===== config.mk =====
export PLATFORM = sky130hd
export DESIGN_NAME = mprt_ctrl
export DESIGN_NICKNAME = d
export VERILOG_FILES = /design/src/hdl/mprt_pkg.sv /design/src/hdl/mprt_ctrl.sv
export SDC_FILE = /design/constraint.sdc
export NUM_CORES = 1
export LEC_CHECK = 0
export ABC_CLOCK_PERIOD_IN_PS = 1300
export BUFFER_PORTS_ARGS = -buffer_cell sky130_fd_sc_hd__buf_2
export CAP_MARGIN = 20
export CELL_PAD_IN_SITES_DETAIL_PLACEMENT = 0
export CELL_PAD_IN_SITES_GLOBAL_PLACEMENT = 1
export CORE_AREA = 4 4 41 43
export CTS_CLUSTER_SIZE = 25
export DETAILED_ROUTE_END_ITERATION = 16
export DIE_AREA = 0 0 45 47
export GPL_TIMING_DRIVEN = 0
export PLACE_DENSITY_LB_ADDON = 0.3
export SETUP_SLACK_MARGIN = 0.3
export SYNTH_ARGS = -nofsm -noshare
export SYNTH_HDL_FRONTEND = slang
export SYNTH_SLANG_ARGS = --single-unit

===== constraint.sdc =====
create_clock -name i_clk -period 1.3 [get_ports i_clk]
set_input_delay 0.26 -clock i_clk [delete_from_list [all_inputs] [get_ports i_clk]]
set_output_delay 0.26 -clock i_clk [all_outputs]
set_load 0.005 [all_outputs]

===== src/hdl/mprt_pkg.sv =====
// ----------------------------------------------------------------------------
// mprt_pkg: shared types and constants of the point renumbering table
// Map geometry, action codes, controller states and the command/status
// structs that run between the controller and the datapath.
// ----------------------------------------------------------------------------
package mprt_pkg;

    localparam int MAX_POINTS = 4096;
    localparam int ADDR_W     = $clog2(MAX_POINTS);
    localparam int NUM_W      = 12;  // new index width
    localparam int CNT_W      = 13;  // counters and num_points
    localparam int ENTRY_W    = 14;  // assigned, boundary, number

    // map entry bit positions
    localparam int BIT_ASSIGNED = 13;
    localparam int BIT_BOUNDARY = 12;

    typedef enum logic [1:0] {
        ACT_START    = 2'd0,
        ACT_BOUNDARY = 2'd1,
        ACT_INTERNAL = 2'd2,
        ACT_READ     = 2'd3
    } t_action;

    typedef enum logic [2:0] {
        ST_IDLE  = 3'b001,
        ST_EXEC  = 3'b010,
        ST_CLEAR = 3'b100
    } t_state;

    // controller -> datapath
    typedef struct packed {
        logic capture;   // latch item, issue map read
        logic exec;      // apply item, write map, load result
        logic clr_step;  // clear one map entry
    } t_ctrl_cmd;

    // datapath -> controller
    typedef struct packed {
        logic op_start;  // latched item is a start
        logic clr_last;  // clear pointer at last entry
    } t_dp_status;

endpackage


===== src/hdl/mprt_ctrl.sv =====
// ----------------------------------------------------------------------------
// mprt_ctrl: controller of the point renumbering table
// Sequences accept, execute and the map clear sweep.
// ----------------------------------------------------------------------------
module mprt_ctrl import mprt_pkg::*; (
    input  logic       i_clk,
    input  logic       i_rst_n,
    input  logic       i_start,
    input  t_dp_status i_status,
    output t_ctrl_cmd  o_cmd,
    output logic       o_busy
);

    t_state r_state, n_state;

    // next state
    always_comb begin
        n_state = r_state;
        case (r_state)
            ST_IDLE: begin
                if (i_start) n_state = ST_EXEC;
            end
            ST_EXEC: begin
                n_state = i_status.op_start ? ST_CLEAR : ST_IDLE;
            end
            ST_CLEAR: begin
                if (i_status.clr_last) n_state = ST_IDLE;
            end
            default: n_state = ST_CLEAR;
        endcase
    end

    // state register: reset starts a clear sweep
    always_ff @(posedge i_clk) begin
        if (!i_rst_n) begin
            r_state <= ST_CLEAR;
        end else begin
            r_state <= n_state;
        end
    end

    // commands
    assign o_busy           = (r_state != ST_IDLE);
    assign o_cmd.capture    = (r_state == ST_IDLE) && i_start;
    assign o_cmd.exec       = (r_state == ST_EXEC);
    assign o_cmd.clr_step   = (r_state == ST_CLEAR);

endmodule


==> run metrics <==
Core Area=approximately 1300 um2; required time worst endpoint=roughly 1000 ps; critical path class=register to output pin; leakage=0.121 nW; routability congestion estimate from global placement=0.578; Worst Tran Pin Value=313 ps; setup ws final=-13.7 ps; Longest Clk Path Bufs=2; Vias=roughly 170; largest reg by FF count=r_state; highest clock rate=between 700 and 800 MHz; top post-synthesis cells by area=dfxtp_1 (39%), nor3b_1 (9.8%), nor4b_2 (9.8%); number of global-route vias before repair=~170; CTS tree=yes; wire length on met1=roughly 220 um; Initial Util=0.118; pwr/cell area=1050 nW/um2; skew final=about 1.7 ps; GRT Resource Usage Total=0.0505; violated checks=negative setup slack; total power=~300 uW; Max VDD drop=between 300 and 400 uV; Worst Hold Class=input port to register; Yosys cell types=11; Final setup viols=1; final hold vios=0; initial DRC count=2; worst skew pair latency=230 ps; Synthesis Warnings=0; diode count=0; H-tree depth=1; post-detailed-routing wire length=441 um; CP Launch Type=register; Post-Syn Area=between 150 and 200 um2; crit end category=output pin; DRC Markers=0; Clk pin slew, worst setup/hold paths=roughly 40 ps; initial antenna violation count=0; max reg flops=3; PortBufs=8; largest net degree at the start of global routing=7; setup total negative slack=-13.7 ps; DPL Wire Length=about 320 um; Net count, final=36; DP Area=220 um2; met3 WL=32 um; CTS sink count=3; TritonCTS Buffers=3; synthesized area per cell=~11 um2; first-pass GRT wire length=around 700 um; Overflow after GRT=0; met2 wire length=185 um; max cap viols=0; Post-CTS Hold Fix Bufs=0; final core occ=0.223; Syn Nets=19; Root Buffer=clkbuf_4; remaining antenna violation count=0; Seq/Total Area, Yosys=0.390; leading area contributor after synthesis=dfxtp_1; Routed wire per std cell=between 9 and 10 um; drt first pass iters=3; Die Y-Extent=47 um; Horiz. Die Dim=approximately 45 um; Worst EP arrival=between 1000 and 1500 ps; max layer used=met3; Synth Instances=14; biggest regs=r_state (3); RSZ-0062 raised after global routing=yes; Synth top area share=0.390; status=finished, violations left; CP max FO=4; #FFs+latches synth=3; pre-CTS WS=~170 ps; share of cells above drive strength 1=0.700; fin crit share=1.01; final critical-path required period=1310 ps; area delta synth->final=88.6%; Cell Rows=13; Die ar.=about 2100 um2; vias per inst=~3.8; Slew Viols, Final=0; final instance area=just under 300 um2; Slew headroom=0.788; Ports=9
final cells by class:
cell class	instances	area [um2]
well taps	15	18.8
inverters	1	3.75
repair buffers	12	70.1
fillers	155	1010
clock buffers	4	26.3
multi-input cells	10	103
flip-flops and latches	3	68.8
synthesized netlist by cell type (all sizes together):
| cell type | number |
|---|---|
| nor4b | 2 |
| and2 | 1 |
| nor3b | 3 |
| o31a | 1 |
| dfxtp | 3 |
| o31ai | 1 |
| inv | 1 |
| and3 | 1 |
| nor4bb | 1 |
routing by layer:
layer	global-route usage	up-vias
met2	0.0678	6
met4	0.0702	0
met5	0	-
met1	0.0567	77
li1	-	88
met3	0.0115	0
power by group:
part / switching, mW / total, mW / internal [mW]
logic: 0.0136 / 0.0389 / 0.0253
clock network: 0.0467 / 0.162 / 0.115
registers: 0.00783 / 0.104 / 0.0958
total: 0.0682 / 0.304 / 0.236
path summary, 6_finish.rpt:
kind / startpoint / end / slack (ps) / depth (start not counted)
max: r_state[1] / o_cmd[0] / -10 / 3
min: i_rst_n / r_state[2] / 230 / 2
max reg2reg: r_state[1] / r_state[0] / 210 / 3
min reg2reg: r_state[1] / r_state[0] / 680 / 2
per-stage QoR:
| step | hold slack (ps) | instances |
|---|---|---|
| floorplan | 331 | 14 |
| global placement | 461 | 37 |
| detailed placement | 470 | 37 |
| CTS | 225 | 43 |
| global route | 229 | 45 |
| finish | 234 | 45 |
placed cells by master, fill, tap and decap left out, drive strengths merged:
cell | synthesis | final
buf | 0 | 12
nor4b | 2 | 2
inv | 1 | 1
and3 | 1 | 1
nor3b | 3 | 3
dfxtp | 3 | 3
o31a | 1 | 1
o31ai | 1 | 1
and2 | 1 | 1
clkbuf | 0 | 4
nor4bb | 1 | 1
what timing repair did:
action | in CTS | in global routing
buffers inserted | 2 | 2
resized for setup | 3 | 2
pin swaps | 2 | 0
endpoints found under the setup margin | 6 | 6
cloned | 0 | 0
worst max-delay path, cell delays in order (launching register included):
cell	delay, ps
dfxtp_4	350
buf_4	140
nor3b_1	190
buf_2	150
logic make-up after synthesis:
kind of cell,synth area share
buffers and inverters,0.0244
and+or+nand+nor,0.480
AOI/OAI and AO/OA,0.106
DFF,0.390
No activity file was read; power rests on OpenSTA's default activity.
